## src/design/ods_pkg.sv

```systemverilog
// ----------------------------------------------------------------------------
// ods_pkg: shared types and constants of the obstacle detour sequencer
// Holds the phase encoding, command codes, register indexes and the result
// word layout.
// ----------------------------------------------------------------------------
package ods_pkg;

  // Detour phases, one-hot.
  typedef enum logic [7:0] {
    PH_IDLE   = 8'b0000_0001,
    PH_PAUSE  = 8'b0000_0010,
    PH_PROBE  = 8'b0000_0100,
    PH_AWAY   = 8'b0000_1000,
    PH_DIAG   = 8'b0001_0000,
    PH_PTURN  = 8'b0010_0000,
    PH_PADV   = 8'b0100_0000,
    PH_RETURN = 8'b1000_0000
  } phase_t;

  // Binary phase numbers as reported on the result item.
  localparam logic [2:0] PN_IDLE   = 3'd0;
  localparam logic [2:0] PN_PAUSE  = 3'd1;
  localparam logic [2:0] PN_PROBE  = 3'd2;
  localparam logic [2:0] PN_AWAY   = 3'd3;
  localparam logic [2:0] PN_DIAG   = 3'd4;
  localparam logic [2:0] PN_PTURN  = 3'd5;
  localparam logic [2:0] PN_PADV   = 3'd6;
  localparam logic [2:0] PN_RETURN = 3'd7;

  // Maneuver command codes.
  localparam logic [1:0] MAN_NONE  = 2'd0;
  localparam logic [1:0] MAN_BEGIN = 2'd1;
  localparam logic [1:0] MAN_END   = 2'd2;

  // Turn command codes.
  localparam logic [1:0] TURN_NONE  = 2'd0;
  localparam logic [1:0] TURN_LEFT  = 2'd1;
  localparam logic [1:0] TURN_RIGHT = 2'd2;

  // Configuration register indexes.
  localparam logic [2:0] REG_PAUSE_MS     = 3'd0;
  localparam logic [2:0] REG_AWAY_ANGLE   = 3'd1;
  localparam logic [2:0] REG_RETURN_ANGLE = 3'd2;
  localparam logic [2:0] REG_MAX_TRIES    = 3'd3;
  localparam logic [2:0] REG_DIAGONAL_MM  = 3'd4;
  localparam logic [2:0] REG_ALONGSIDE_MM = 3'd5;

  localparam logic [11:0] ANGLE_MAX = 12'hFFF;

  // One command word, halt in the lowest bit.
  typedef struct packed {
    logic        abandoned;
    logic [2:0]  phase_now;
    logic [15:0] advance_mm;
    logic [11:0] turn_deg;
    logic [1:0]  turn_cmd;
    logic        start_probe;
    logic [1:0]  maneuver_cmd;
    logic        halt;
  } result_t;

  // Binary number of a one-hot phase.
  function automatic logic [2:0] phase_num(phase_t p);
    logic [2:0] n;
    unique case (p)
      PH_IDLE:   n = PN_IDLE;
      PH_PAUSE:  n = PN_PAUSE;
      PH_PROBE:  n = PN_PROBE;
      PH_AWAY:   n = PN_AWAY;
      PH_DIAG:   n = PN_DIAG;
      PH_PTURN:  n = PN_PTURN;
      PH_PADV:   n = PN_PADV;
      PH_RETURN: n = PN_RETURN;
      default:   n = PN_IDLE;
    endcase
    return n;
  endfunction

endpackage

```

## src/design/obstacle_detour_sequencer_core.sv

```systemverilog
// ----------------------------------------------------------------------------
// obstacle_detour_sequencer_core: detour phase sequencer
// Takes one update tick per item and emits one command word per tick while
// stepping through pause, probe, turn and advance phases around an obstacle.
// ----------------------------------------------------------------------------
// The command word for a tick is registered and appears in the cycle after the tick is taken.
// Throughput: one tick per cycle while the output is not stalled; the phase logic
// is combinational between the state registers and the result register.
// Reset (rst, synchronous): phase idle, counters and latches cleared, the
// configuration registers return to their defaults, no result pending.
module obstacle_detour_sequencer_core (
  input  logic        clk,
  input  logic        rst,
  // Input items.
  input  logic        s_tvalid,
  output logic        s_tready,
  // [31:0] now_ms, [32] autonomous_mode, [33] obstacle_blocking,
  // [34] motion_busy, [35] probe_busy, [36] clearest_side, [37] veto_active
  input  logic [39:0] s_tdata,
  // Result items.
  output logic        m_tvalid,
  input  logic        m_tready,
  // [0] halt, [2:1] maneuver_cmd, [3] start_probe, [5:4] turn_cmd,
  // [17:6] turn_deg, [33:18] advance_mm, [36:34] phase_now, [37] abandoned
  output logic [39:0] m_tdata,
  // Configuration writes.
  input  logic        cfg_we,
  input  logic [2:0]  cfg_index,
  input  logic [15:0] cfg_data
);
  import ods_pkg::*;

  // Configuration registers.
  logic [15:0] pause_ms;
  logic [7:0]  away_angle_deg;
  logic [7:0]  return_angle_deg;
  logic [3:0]  max_tries;
  logic [15:0] diagonal_mm;
  logic [15:0] alongside_mm;

  // Sequencer state.
  phase_t      phase, phase_next;
  phase_t      next_phase, next_phase_next;
  logic [31:0] pause_start, pause_start_next;
  logic        side_right, side_right_next;
  logic [11:0] angle_sum, angle_sum_next;
  logic [3:0]  try_count, try_count_next;
  logic        gave_up, gave_up_next;

  // Result register.
  result_t     res, res_next;
  logic        res_valid;

  // Input fields.
  logic [31:0] now_ms;
  logic        autonomous_mode, obstacle_blocking, motion_busy;
  logic        probe_busy, clearest_side, veto_active;
  logic        s_acc;

  logic [31:0] elapsed;
  logic        pause_running;
  logic [12:0] angle_wide;
  logic [11:0] angle_sat;
  logic [3:0]  try_inc;

  assign now_ms            = s_tdata[31:0];
  assign autonomous_mode   = s_tdata[32];
  assign obstacle_blocking = s_tdata[33];
  assign motion_busy       = s_tdata[34];
  assign probe_busy        = s_tdata[35];
  assign clearest_side     = s_tdata[36];
  assign veto_active       = s_tdata[37];

  // Take a new item whenever the result slot is free or being emptied.
  assign s_tready = !res_valid || m_tready;
  assign s_acc    = s_tvalid && s_tready;
  assign m_tvalid = res_valid;
  assign m_tdata  = {2'b00, res};

  // Pause timer and angle accumulator arithmetic.
  assign elapsed       = now_ms - pause_start;
  assign pause_running = elapsed < {16'd0, pause_ms};
  assign angle_wide    = {1'b0, angle_sum} + {5'd0, away_angle_deg};
  assign angle_sat     = angle_wide[12] ? ANGLE_MAX : angle_wide[11:0];
  assign try_inc       = try_count + 4'd1;

  // Phase step for one tick.
  always_comb begin
    phase_next       = phase;
    next_phase_next  = next_phase;
    pause_start_next = pause_start;
    side_right_next  = side_right;
    angle_sum_next   = angle_sum;
    try_count_next   = try_count;
    gave_up_next     = gave_up;
    res_next         = '0;

    unique case (phase)
      PH_IDLE: begin
        if (autonomous_mode) begin
          if (!obstacle_blocking) begin
            gave_up_next = 1'b0;
          end else if (!gave_up && !motion_busy) begin
            res_next.maneuver_cmd = MAN_BEGIN;
            res_next.halt         = 1'b1;
            angle_sum_next        = '0;
            try_count_next        = '0;
            next_phase_next       = PH_PROBE;
            pause_start_next      = now_ms;
            phase_next            = PH_PAUSE;
          end
        end
      end
      PH_PAUSE: begin
        if (!pause_running) begin
          phase_next = next_phase;
          unique case (next_phase)
            PH_PROBE: res_next.start_probe = 1'b1;
            PH_AWAY: begin
              res_next.turn_cmd = side_right ? TURN_RIGHT : TURN_LEFT;
              res_next.turn_deg = {4'd0, away_angle_deg};
              angle_sum_next    = angle_sat;
            end
            PH_DIAG:  res_next.advance_mm = diagonal_mm;
            PH_PTURN: begin
              res_next.turn_cmd = side_right ? TURN_LEFT : TURN_RIGHT;
              res_next.turn_deg = angle_sum;
            end
            PH_PADV:  res_next.advance_mm = alongside_mm;
            PH_RETURN: begin
              res_next.turn_cmd = side_right ? TURN_LEFT : TURN_RIGHT;
              res_next.turn_deg = {4'd0, return_angle_deg};
            end
            default: ;
          endcase
        end
      end
      PH_PROBE: begin
        if (!probe_busy) begin
          side_right_next  = clearest_side;
          res_next.halt    = 1'b1;
          next_phase_next  = PH_AWAY;
          pause_start_next = now_ms;
          phase_next       = PH_PAUSE;
        end
      end
      PH_AWAY: begin
        if (!motion_busy) begin
          if (veto_active) begin
            try_count_next = try_inc;
            if (try_inc < max_tries) begin
              res_next.halt    = 1'b1;
              next_phase_next  = PH_AWAY;
              pause_start_next = now_ms;
              phase_next       = PH_PAUSE;
            end else begin
              gave_up_next          = 1'b1;
              res_next.halt         = 1'b1;
              res_next.maneuver_cmd = MAN_END;
              phase_next            = PH_IDLE;
            end
          end else begin
            res_next.halt    = 1'b1;
            next_phase_next  = PH_DIAG;
            pause_start_next = now_ms;
            phase_next       = PH_PAUSE;
          end
        end
      end
      PH_DIAG, PH_PTURN, PH_PADV: begin
        if (!motion_busy) begin
          res_next.halt    = 1'b1;
          pause_start_next = now_ms;
          phase_next       = PH_PAUSE;
          unique case (phase)
            PH_DIAG:  next_phase_next = PH_PTURN;
            PH_PTURN: next_phase_next = PH_PADV;
            default:  next_phase_next = PH_RETURN;
          endcase
        end
      end
      PH_RETURN: begin
        if (!motion_busy) begin
          res_next.halt         = 1'b1;
          res_next.maneuver_cmd = MAN_END;
          phase_next            = PH_IDLE;
        end
      end
      default: phase_next = PH_IDLE;
    endcase

    res_next.phase_now = phase_num(phase_next);
    res_next.abandoned = gave_up_next;
  end

  // Configuration registers.
  always_ff @(posedge clk) begin
    if (rst) begin
      pause_ms         <= 16'd500;
      away_angle_deg   <= 8'd45;
      return_angle_deg <= 8'd30;
      max_tries        <= 4'd3;
      diagonal_mm      <= 16'd500;
      alongside_mm     <= 16'd800;
    end else if (cfg_we) begin
      unique case (cfg_index)
        REG_PAUSE_MS:     pause_ms         <= cfg_data;
        REG_AWAY_ANGLE:   away_angle_deg   <= cfg_data[7:0];
        REG_RETURN_ANGLE: return_angle_deg <= cfg_data[7:0];
        REG_MAX_TRIES:    max_tries        <= cfg_data[3:0];
        REG_DIAGONAL_MM:  diagonal_mm      <= cfg_data;
        REG_ALONGSIDE_MM: alongside_mm     <= cfg_data;
        default: ;
      endcase
    end
  end

  // Sequencer state advances on each accepted tick.
  always_ff @(posedge clk) begin
    if (rst) begin
      phase       <= PH_IDLE;
      next_phase  <= PH_IDLE;
      pause_start <= '0;
      side_right  <= 1'b0;
      angle_sum   <= '0;
      try_count   <= '0;
      gave_up     <= 1'b0;
    end else if (s_acc) begin
      phase       <= phase_next;
      next_phase  <= next_phase_next;
      pause_start <= pause_start_next;
      side_right  <= side_right_next;
      angle_sum   <= angle_sum_next;
      try_count   <= try_count_next;
      gave_up     <= gave_up_next;
    end
  end

  // Result register.
  always_ff @(posedge clk) begin
    if (rst) begin
      res_valid <= 1'b0;
    end else if (s_acc) begin
      res_valid <= 1'b1;
    end else if (m_tready) begin
      res_valid <= 1'b0;
    end
  end

  always_ff @(posedge clk) begin
    if (s_acc) begin
      res <= res_next;
    end
  end

  // The phase register always holds exactly one phase.
  a_phase_onehot: assert property (@(posedge clk) disable iff (rst)
    $onehot(phase))
    else $error("phase register is not one-hot");

  // A reported turn angle comes only with a turn command.
  a_deg_needs_turn: assert property (@(posedge clk) disable iff (rst)
    m_tvalid && (res.turn_cmd == TURN_NONE) |-> (res.turn_deg == 12'd0))
    else $error("turn angle without turn command");

  // Entering a pause from another phase always commands a stop.
  a_pause_halts: assert property (@(posedge clk) disable iff (rst)
    s_acc && (phase != PH_PAUSE) && (phase_next == PH_PAUSE) |=> res.halt)
    else $error("pause entered without halt");

  // The give-up latch is only set when the detour is dropped back to idle.
  a_giveup_idle: assert property (@(posedge clk) disable iff (rst)
    $rose(gave_up) |-> (phase == PH_IDLE))
    else $error("give-up latched outside idle");

endmodule

```

## config.mk

```make
export PLATFORM = sky130hd
export DESIGN_NAME = obstacle_detour_sequencer_core
export DESIGN_NICKNAME = d
export VERILOG_FILES = /design/src/design/ods_pkg.sv /design/src/design/obstacle_detour_sequencer_core.sv
export SDC_FILE = /design/constraint.sdc
export NUM_CORES = 1
export LEC_CHECK = 0
export BUFFER_PORTS_ARGS = -buffer_cell sky130_fd_sc_hd__buf_2
export CAP_MARGIN = 20
export CORE_MARGIN = 2
export CORE_UTILIZATION = 62
export DETAILED_ROUTE_END_ITERATION = 10
export PLACE_DENSITY = 0.94
export SYNTH_ARGS = -nofsm -noshare
export SYNTH_HDL_FRONTEND = slang
export SYNTH_SLANG_ARGS = --single-unit
```

## constraint.sdc

```tcl
create_clock -name clk -period 9.7 [get_ports clk]
set_input_delay 1.94 -clock clk [delete_from_list [all_inputs] [get_ports clk]]
set_output_delay 1.94 -clock clk [all_outputs]
set_load 0.005 [all_outputs]
```

After elaboration in Yosys (flattened, before gate mapping)
Index checks and enable logic that the tools add are counted.
{"block": "totals", "word_cells": 156, "out_inout_bits": 42, "register_bits": 173}
{"block": "op_classes", "mux": 68, "n_addsub": 3, "reduce_logical": 23, "n_eq_ne": 36, "bitwise": 2, "magnitude_cmp": 2}
{"operator": "32-bit two-way mux", "count": 8}
{"operator": "8-bit two-way mux", "count": 17}
{"operator": "32-bit case mux with 4 select lines", "count": 1}
{"operator": "12-bit two-way mux", "count": 6}
{"operator": "8-bit case mux with 6 select lines", "count": 1}
{"operator": "14-bit case mux with 3 select lines", "count": 1}
{"operator": "32-bit by 16-bit less-than comparator with 1-bit output", "count": 1}
{"operator": "16-bit case mux with 2 select lines", "count": 1}
{"operator": "8-bit case mux with 4 select lines", "count": 1}
{"operator": "32-bit subtractor", "count": 1}
{"operator": "8-bit by 3-bit == test with 1-bit output (second input constant)", "count": 3}
{"operator": "8-bit by 4-bit == test with 1-bit output (second input constant)", "count": 3}
{"operator": "8-bit by 5-bit == test with 1-bit output (second input constant)", "count": 3}
{"operator": "8-bit by 6-bit == test with 1-bit output (second input constant)", "count": 3}
{"operator": "8-bit by 7-bit == test with 1-bit output (second input constant)", "count": 3}
{"operator": "8-bit == test (second input constant)", "count": 3}
{"operator": "12-bit case mux with 2 select lines", "count": 1}
{"operator": "3-bit case mux with 7 select lines", "count": 1}
{"operator": "4-bit two-way mux", "count": 5}
{"operator": "8-bit by 2-bit == test with 1-bit output (second input constant)", "count": 2}
{"operator": "2-bit two-way mux", "count": 8}
{"operator": "2-bit != test (second input constant)", "count": 8}
{"operator": "8-bit case mux with 2 select lines", "count": 1}
{"operator": "7-bit AND reduction", "count": 2}
{"operator": "other kinds (27)", "count": 50}

Logic depth before layout (Yosys ltp)
Gate-level depths: netlist of the first run.
{"block": "depth", "word_depth": 8, "mapped_depth": 24, "depth_no_buf": 23}

Worst setup path before layout of the first run
No wires, ideal clock.
{"block": "synth_path", "path_type": "input port to flip-flop", "start": "in s_tdata[0]", "end": "reg res (netlist bit m_tdata[35]) (data pin)", "path_slack_ps": 2573, "t_required_ps": 9548, "path_stages": 24, "arrival_time_ps": 6975, "cell_sequence": "inv_1 ha_1 fa_1 nand2b_1 a21oi_1 o211ai_1 a211oi_1 nor2_1 xnor2_1 ha_1 a21o_1 a21o_1 a211o_1 nor4_2 o211ai_1 or4_1 a2111o_1 nor4_4 nor4b_4 o21ai_2 and2_4 buf_6 or3_1 a31oi_1"}
{"item": "from (decl)", "line": "obstacle_detour_sequencer_core.sv:19", "source": "input logic [39:0] s_tdata,"}
{"item": "to (signal assigned)", "line": "obstacle_detour_sequencer_core.sv:252", "source": "res <= res_next;"}
{"item": "to (decl)", "line": "obstacle_detour_sequencer_core.sv:51", "source": "result_t res, res_next;"}

Final worst setup path of the first run
{"block": "layout_path", "start": "in s_tdata[0]", "end": "reg res (netlist bit m_tdata[29]) (data pin)"}
{"block": "layout_between", "elab_chain_len": 3}
{"item": "32-bit subtractor", "line": "obstacle_detour_sequencer_core.sv:81", "source": "assign elapsed = now_ms - pause_start;"}
{"item": "32-bit by 16-bit less-than comparator with 1-bit output", "line": "obstacle_detour_sequencer_core.sv:82", "source": "assign pause_running = elapsed < {16'd0, pause_ms};"}
{"item": "2-bit OR reduction (no line)"}
Every way passes these cells.
A chain may end at the register's enable or synchronous reset.

==> results of run 1 <==
[kinds of logic after synthesis]
group / share of synthesized area [%]
and+or+nand+nor: 23.43
adders and majority gates: 7.531
buffers and inverters: 5.710
xor gates and xnor gates: 2.498
muxes: 1.994
AOI/OAI and AO/OA: 21.19
DFF: 37.61
other: 0.03688
[power groups by stage]
stage / logic, mW / registers (mW) / clock network, mW
after floorplan: 0.246 / 0.787 / 0
after global placement: 0.322 / 0.789 / 0
after detailed placement: 0.333 / 0.791 / 0
after CTS: 0.338 / 0.775 / 0.684
after global routing: 0.383 / 0.777 / 0.714
final: 0.345 / 0.775 / 0.683
[layer usage]
layer  wire [um]  vias to the layer above
met2       12660                      499
met4         818                        0
met3        1933                       87
met1       10660                     4520
met5           0                        -
li1            -                     4616
[layout make-up]
class	count	area [um^2]	share of cell area, %
multi-input cells	952	5787	50.91
repair buffers	113	601.8	5.294
inverters	79	296.5	2.609
well taps	216	270.3	2.378
clock inverters	10	102.6	0.9026
clock buffers	22	485.5	4.271
flip-flops and latches	172	3824	33.64
[worst paths after layout]
kind | startpoint | endpoint | cells after the start
max | s_tdata[0] | m_tdata[29] | 23
min | pause_start[20] | pause_start[20] | 2
max reg2reg | pause_start[0] | m_tdata[29] | 21
min reg2reg | pause_start[20] | pause_start[20] | 2
[worst max-delay path: cells and delay by family]
kind	cells	cell delay [ns]
buffers and inverters	3	0.36
AND/OR/NAND/NOR	8	2.03
AO/OA/AOI/OAI	8	2.22
adder cells (fa/ha/maj)	3	0.82
XOR/XNOR	1	0.14
[stage by stage]
stage	total power [mW]	utilization (%)
floorplan	1.033	-
global placement	1.111	67.54
detailed placement	1.123	67.54
CTS	1.797	71.23
global route	1.875	71.30
finish	1.804	71.30
[cell usage in the layout, fill, tap and decap left out, types with 7 or more instances in the layout]
| cell | n |
|---|---|
| sky130_fd_sc_hd__nand4_1 | 14 |
| sky130_fd_sc_hd__or3_1 | 9 |
| sky130_fd_sc_hd__nor2b_1 | 10 |
| sky130_fd_sc_hd__mux2i_1 | 18 |
| sky130_fd_sc_hd__buf_2 | 100 |
| sky130_fd_sc_hd__o21ai_0 | 33 |
| sky130_fd_sc_hd__nor2_1 | 106 |
| sky130_fd_sc_hd__nand2_1 | 237 |
| sky130_fd_sc_hd__xnor2_1 | 17 |
| sky130_fd_sc_hd__buf_4 | 12 |
| sky130_fd_sc_hd__inv_1 | 78 |
| sky130_fd_sc_hd__edfxtp_1 | 38 |
| sky130_fd_sc_hd__a21oi_1 | 134 |
| sky130_fd_sc_hd__ha_1 | 58 |
| sky130_fd_sc_hd__nand3b_1 | 17 |
| sky130_fd_sc_hd__nand2b_1 | 15 |
| sky130_fd_sc_hd__a211o_1 | 15 |
| sky130_fd_sc_hd__xor2_1 | 12 |
| sky130_fd_sc_hd__and3_1 | 12 |
| sky130_fd_sc_hd__clkbuf_16 | 18 |
| sky130_fd_sc_hd__a21o_1 | 16 |
| sky130_fd_sc_hd__a222oi_1 | 8 |
| sky130_fd_sc_hd__a211oi_1 | 14 |
| sky130_fd_sc_hd__o21a_1 | 12 |
| sky130_fd_sc_hd__nor3_1 | 27 |
| sky130_fd_sc_hd__nand3_1 | 24 |
| sky130_fd_sc_hd__a31oi_1 | 7 |
| sky130_fd_sc_hd__dfxtp_1 | 134 |
| sky130_fd_sc_hd__o31ai_1 | 7 |
| sky130_fd_sc_hd__a22oi_1 | 17 |
| sky130_fd_sc_hd__o211ai_1 | 9 |
[registers in the layout, indices dropped and copies added (netlist names)]
signal	cells
m_tdata	38
pause_start	32
alongside_mm	16
diagonal_mm	16
pause_ms	16
angle_sum	12
away_angle_deg	8
phase	8
return_angle_deg	8
next_phase	7
max_tries	4
try_count	4
gave_up	1
m_tvalid	1
side_right	1
==> reports/results.txt, run 1 <==
The flow ran to the end, and the final reports show no timing, DRC or antenna violations. The number of design-rule violations left by the first detailed-router iteration was 937. Max-cap violations in this run came to 0.

The cell area that synthesis handed to floorplanning was 0.01017 mm^2. Sequential elements use 37.61% of the synthesized area. The wire length of the first global-routing pass is 43230 um. The detail-routed via count per cell is 6.216, and the reg2reg setup slack is 3.66 ns.

At the placement stage, the worst setup path has a slack of 1.966 ns. The congestion estimate from routability-driven global placement came to 0.9253. The die covers 0.01744 mm^2.

Relative to the synthesized area, the layout overhead comes to 11.80%. Summed over all failing endpoints, the final setup total negative slack is 0 ns. The clock passes through at most 2 buffers. The logs give 0 for the number of instances resized during post-cts repair and 0.01077 mm^2 for the placement-stage cell area. CTS built an H-tree with a depth of 4.

At the end of the flow, the number of nets in the layout was 1459. The logs give 0 for the final-report hold violation count and 0.44 ns for the later-pin clock latency in the skew report. The peak per-stage delay on the critical path was 0.68 ns. Capturing element type of the critical path: a flop. Of the available clock period, the critical path in the final layout requires 75.94%. The setup path with the least slack is of type in2reg.

In the routed design, unresolved DRC markers number 0. The clock transition time at the flip-flop clock pins of the worst setup and hold paths is 0.07 ns. Of the total power, registers draw 43.0%. The run gives 83 as the number of unique standard cell types used by synthesis. The count of flip-flops with a built-in enable after synthesis is 38. Global routing used 38.10% of the available met1 tracks. The area fraction of the dominant cell type after synthesis is 26.38%. The finished layout holds 1564 standard cells, fillers aside. Buffers placed on the I/O ports in this run total 101. The run gives 2.334 ns as the final worst-path setup slack. The final number of setup-violating endpoints came out at 0. The layout filler cell count was 1163; the all-layer global routing usage was 29.88%. After detailed routing, the average wire length per cell comes to 16.67 um. The top-level port count was 106; the flip-flop and latch count after synthesis was 172. The die height is 132.1 um. Once the clock tree was built, the setup fixing pass inserted 0 buffers. Among all cell types in the netlist, the one instantiated most often is sky130_fd_sc_hd__nand2_1.

Measured along the x axis, the die boundary spans 132.1 um. The pin count of the biggest net entering global routing is 92, and the net switching power figure is 529.5 uW. Wires add up to 26070 um. The tools report the routing usage on met3 as 4.229%. Data on the critical path is required at its endpoint by 9.85 ns. The largest individual stage delay along the critical path comes from the cell sky130_fd_sc_hd__nand2b_1. At the pin with the least slew margin, the transition time is 1.095 ns. Routing usage on met2: 50.81%.

The number of buffers inserted for hold repair after clock tree synthesis is 0, and the fraction of synthesis flops using an asynchronous set or reset pin is 0%. The number of antenna violations at the first check in global routing came out at 0. The number of clock buffers added by TritonCTS is 17.

Walking the worst path, the cells encountered are buf_2, inv_1, ha_1, fa_1, nand2b_1, a21oi_1, o211ai_1, a211oi_1, nor2_1, xnor2_1, ha_1, a21o_1, a21o_1, a211o_1, nor4_2, o211ai_1, nor4_1, nand4b_1, a2111oi_0, nor4b_1, buf_4, nand2b_1, nor2_1. The final route contains 9722 vias. In this run the clock root is driven by a sky130_fd_sc_hd__clkbuf_16. Net switching is 29.35% of the power. Ranked by total cell area, the synthesized netlist is headed by sky130_fd_sc_hd__dfxtp_1 26%, sky130_fd_sc_hd__edfxtp_1 11%, sky130_fd_sc_hd__nand2_1 8.7%.

The initial utilization of the core area, before any placement, comes to 63.77%. For the finished layout, the period the worst path requires is 7.366 ns. Iteration count of the initial detailed-routing pass: 6. The mean cell area of the mapped netlist came out at 8.031 um^2. The remaining antenna violation count was 0. The via count of the first global-routing pass was 9209; the arrival time of the worst setup path was 7.52 ns. The run gives 0 as the remaining global-route overflow. The worst relative slew slack is 26.71%, and the static power due to leakage is 4.403 nW. The leading area contributor after synthesis was sky130_fd_sc_hd__dfxtp_1. The clock drives 172 sinks. Placeable core area: 0.01594 mm^2. The commonest cells after synthesis are 237 x sky130_fd_sc_hd__nand2_1, 134 x sky130_fd_sc_hd__a21oi_1, 134 x sky130_fd_sc_hd__dfxtp_1, 106 x sky130_fd_sc_hd__nor2_1, 79 x sky130_fd_sc_hd__inv_1.

The share of total power dissipated in combinational logic is 19.2%. The tools report the total number of yosys warnings as 0. TritonCTS built the clock tree. The tools report the maximum clock frequency as 0.1358 GHz.

The highest net fanout along the worst path works out to 18. The worst setup path is launched from a primary input. The global routing stage identified its most utilized layer as met2. The worst hold path belongs to the class reg2reg. On the final layout, the worst hold slack is 0.4544 ns. For the clock share of power, the log shows 37.9%. The share of post-route cells with drive strength above 1 was 12.69%. For the number of cell rows, the log shows 46. The synthesized netlist cell count came out at 1266. Internal power comes to 1.275 mW.

The highest ir drop seen on vdd was 0.0001333 V; the area of all placed cells without fillers was 0.01137 mm^2. Power per cell area: 158.7 mW/mm^2. Setup repair after global routing left no endpoint under its margin. The instance count after placement with tap cells included came out at 1531. Summed over all nets, the half-perimeter wirelength after detailed placement is 18070 um. Clock tree skew after final layout: 0.008712 ns.

The most used flip-flop cell after synthesis was sky130_fd_sc_hd__dfxtp_1. 0 antenna diodes ended up in the layout. The number of pins exceeding their max-slew limit in the final report came out at 0.
No activity file was read; power rests on OpenSTA's default activity.
==> run 2, diff against run 1 <==
- CORE_UTILIZATION: 62 -> 60
- PLACE_DENSITY: 0.94 -> 0.92
- clock period: 9.7 -> 7.5 ns (I/O delays scaled with it)
==> run 2 against run 1 <==
  * Global-route usage down 1.4 points
  * Non-clock buffer count rose by 3
  * Clock skew up 0.0059 ns
  * Clock power increased by 31%
  * Sequential cell count unchanged
  * Clock-buffer cell count fell by 5
  * Total power rose by 29%
  * Cell count up 0.45%
  * First-iteration DRC count shrank 5.1%
  * Worst hold slack improved by 0.0011 ns
  * Die area is 3.2% higher
  * Critical endpoint is now m_tdata[35]
==> reports/results.txt, run 2 (synthesis results as in run 1) <==
After filler insertion, the fill cell instance count of the layout stands at 1286. Clock-pin slew was measured on the worst setup and hold paths at 0.07 ns. Once the clock tree was built, the resizer swapped 0 gates to a different size.

For this design the total switching power over the nets is 710.2 uW. Entering global routing, the biggest net connects 95 pins. Dividing the detail-routed wire length by the instance count gives 16.18 um. Internal power comes to 1.624 mW. Setup repair after global routing left no endpoint under its margin. The most common cell after layout, fill and taps aside was sky130_fd_sc_hd__nand2_1.

The run gives 17 as the number of buffers inserted during clock tree synthesis. The run finished with clean final reports. The register with the most flip-flops in the layout has 38 of them. For the combinational share of power, the log shows 18.9%.

The proportion of total power due to net switching works out to 30.43%. For the clock share of power, the log shows 38.2%. The final core utilization was 68.79%; the sequential cell fraction of total power was 42.9%.

The via count of the first global-routing pass was 8685; the met1 wire length was 10670 um. The detailed router finished its first iteration with 889 violations. The worst relative slew slack was 29.60%. The final-report hold violation count was 0; the count of unresolved DRC violations after routing was 0. Dividing total power by cell area gives a power density of 204.6 mW/mm^2. From left edge to right edge, the die measures 134.2 um. At the worst endpoint, the required time is 7.77 ns.

The tools report the CTS sink count as 172. The worst setup path is captured at a flop. The highest ir drop seen on vdd came out at 0.0001688 V. The top cell types in the final layout, fill and taps aside, are 237 x sky130_fd_sc_hd__nand2_1, 134 x sky130_fd_sc_hd__a21oi_1, 134 x sky130_fd_sc_hd__dfxtp_1.

The core region is 0.01658 mm^2. The final critical-path required period was 6.694 ns; the maximum level of the CTS H-tree was 4. The later pin in the worst-skew pair is clocked with a latency of 0.44 ns. Number of nets at the end of the flow: 1462.

In the detailed route, the total length drawn on met3 is 1924 um. In this run the register-to-register setup slack is 1.69 ns. The tools report the routability congestion estimate from global placement as 0.9407.

The number of cell rows was 47; the transition time of the tightest slew-check pin was 1.052 ns. Measured along the y axis, the die boundary spans 134.2 um. The total half-perimeter wirelength after legalization and detailed placement was 17770 um; the footprint of the flip-flops and latches was 0.003824 mm^2.

Derived from the worst setup path, the maximum achievable clock frequency is 0.1494 GHz. The worst setup path is of the in2reg kind. The routed via count is 9599. The maximum clock path buffer count was 2; the remaining global-route overflow was 0.

Once the clock tree was built, the setup fixing pass inserted 0 buffers. Wires add up to 25420 um. The root buffer cell chosen for the clock tree is sky130_fd_sc_hd__clkbuf_16.

The detail-routed via count per cell was 6.110; the top-level port count was 106. The number of buffers inserted by port buffering was 101. The number of hold buffers added after CTS was 0. Number of pins exceeding their max-slew limit in the final report: 0. The die covers 0.01800 mm^2.

For this run, the detailed router's first-pass iteration total came to 6. The clock tree skew after final layout came out at 0.01463 ns. The placement-stage cell area was 0.01079 mm^2. The tools report the diode insertion count for antenna repair as 0. The run gives 0 as the max-capacitance violation count.

The area growth from synthesis to final layout works out to 12.21%. In this run the worst path has a maximum fanout of 7. The remaining antenna violation count is 0, and the share of post-route cells with drive strength above 1 is 12.88%. TritonCTS built the clock tree. For the worst setup path, the data arrival time is 6.97 ns. For the all-layer global routing usage, the log shows 28.50%. The top routing layer in use is met4. The multi-input combinational cell area came out at 0.005787 mm^2.

For the initial core utilization, the log shows 61.31%. Setup violations remaining at the end of the flow were counted as 0. For this design the static power due to leakage is 4.426 nW. The worst setup path is launched from a primary input.

The number of antenna violations at the first check in global routing came out at 0. After routing, the total negative slack on setup checks comes to 0 ns. Dividing the final minimum period by the clock period gives 89.26%.

The first global-routing pass estimated 41800 um of wire. In the detailed route, the total length drawn on met2 is 12160 um. Worst hold-check path type: reg2reg. The area of all placed cells without fillers is 0.01141 mm^2.
run 2: cell types whose count changed in the layout (fill, tap and decap cells not counted), sizes merged:
| cell | delta |
|---|---|
| buf | +3 |
| clkinvlp | -2 |
| inv | +4 |
| clkinv | +3 |
| clkbuf | -5 |
run 2: metal layers:
metal | track usage, % | up-vias
met4 | 11.23 | 0
met2 | 47.48 | 468
met3 | 4.535 | 74
li1 | - | 4638
met5 | 0 | -
met1 | 37.21 | 4419
run 2: final timing paths:
kind / cells past startpoint / from / to
hold / removal: 2 / pause_start[15] / pause_start[15]
setup / recovery: 24 / s_tdata[0] / m_tdata[35]
setup reg to reg: 22 / pause_start[0] / m_tdata[35]
hold reg to reg: 2 / pause_start[15] / pause_start[15]
run 2: cell type report:
| cell class | count | share of cell area (%) |
|---|---|---|
| Clock buffer | 17 | 3.729 |
| Sequential cell | 172 | 33.52 |
| Multi-Input combinational cell | 952 | 50.72 |
| Clock inverter | 15 | 1.513 |
| Timing Repair Buffer | 116 | 5.506 |
| Tap cell | 220 | 2.413 |
| Inverter | 79 | 2.599 |
run 2: worst max-delay path, cell delays in order:
cell	delay, ns
sky130_fd_sc_hd__buf_2	0.09
sky130_fd_sc_hd__inv_1	0.04
sky130_fd_sc_hd__ha_1	0.20
sky130_fd_sc_hd__fa_1	0.39
sky130_fd_sc_hd__nand2b_1	0.18
sky130_fd_sc_hd__a21oi_1	0.25
sky130_fd_sc_hd__o211ai_1	0.19
sky130_fd_sc_hd__a211oi_1	0.33
sky130_fd_sc_hd__nor2_1	0.09
sky130_fd_sc_hd__xnor2_1	0.14
sky130_fd_sc_hd__ha_1	0.18
sky130_fd_sc_hd__a21o_1	0.17
sky130_fd_sc_hd__a21o_1	0.18
sky130_fd_sc_hd__a211o_1	0.30
sky130_fd_sc_hd__nor4_2	0.21
sky130_fd_sc_hd__o211ai_1	0.14
sky130_fd_sc_hd__or4_1	0.50
sky130_fd_sc_hd__a2111o_1	0.40
sky130_fd_sc_hd__nor4_4	0.28
sky130_fd_sc_hd__nor4b_4	0.39
sky130_fd_sc_hd__o21ai_2	0.11
sky130_fd_sc_hd__and2_4	0.18
sky130_fd_sc_hd__or3_1	0.34
sky130_fd_sc_hd__a31oi_1	0.18
run 2: power groups by stage:
stage               sequential, mW  clock [mW]  combinational, mW
floorplan                     1.02           0              0.318
global placement              1.02           0              0.416
detailed placement            1.02           0              0.429
CTS                           1.00       0.893              0.433
global route                  1.01       0.938              0.491
finish                        1.00       0.892              0.440
run 2: metrics by stage:
step                      instances  hold slack [ns]  total power [mW]  setup slack [ns]
after CTS                      1569           0.4567             2.327            0.8257
after global placement         1537           0.4416             1.437            0.4984
after detailed placement       1537           0.4469             1.451            0.3796
final                          1571           0.4554             2.334            0.8057
after global routing           1571           0.4701             2.434            0.3916
after floorplan                1267           0.4336             1.336            0.8132
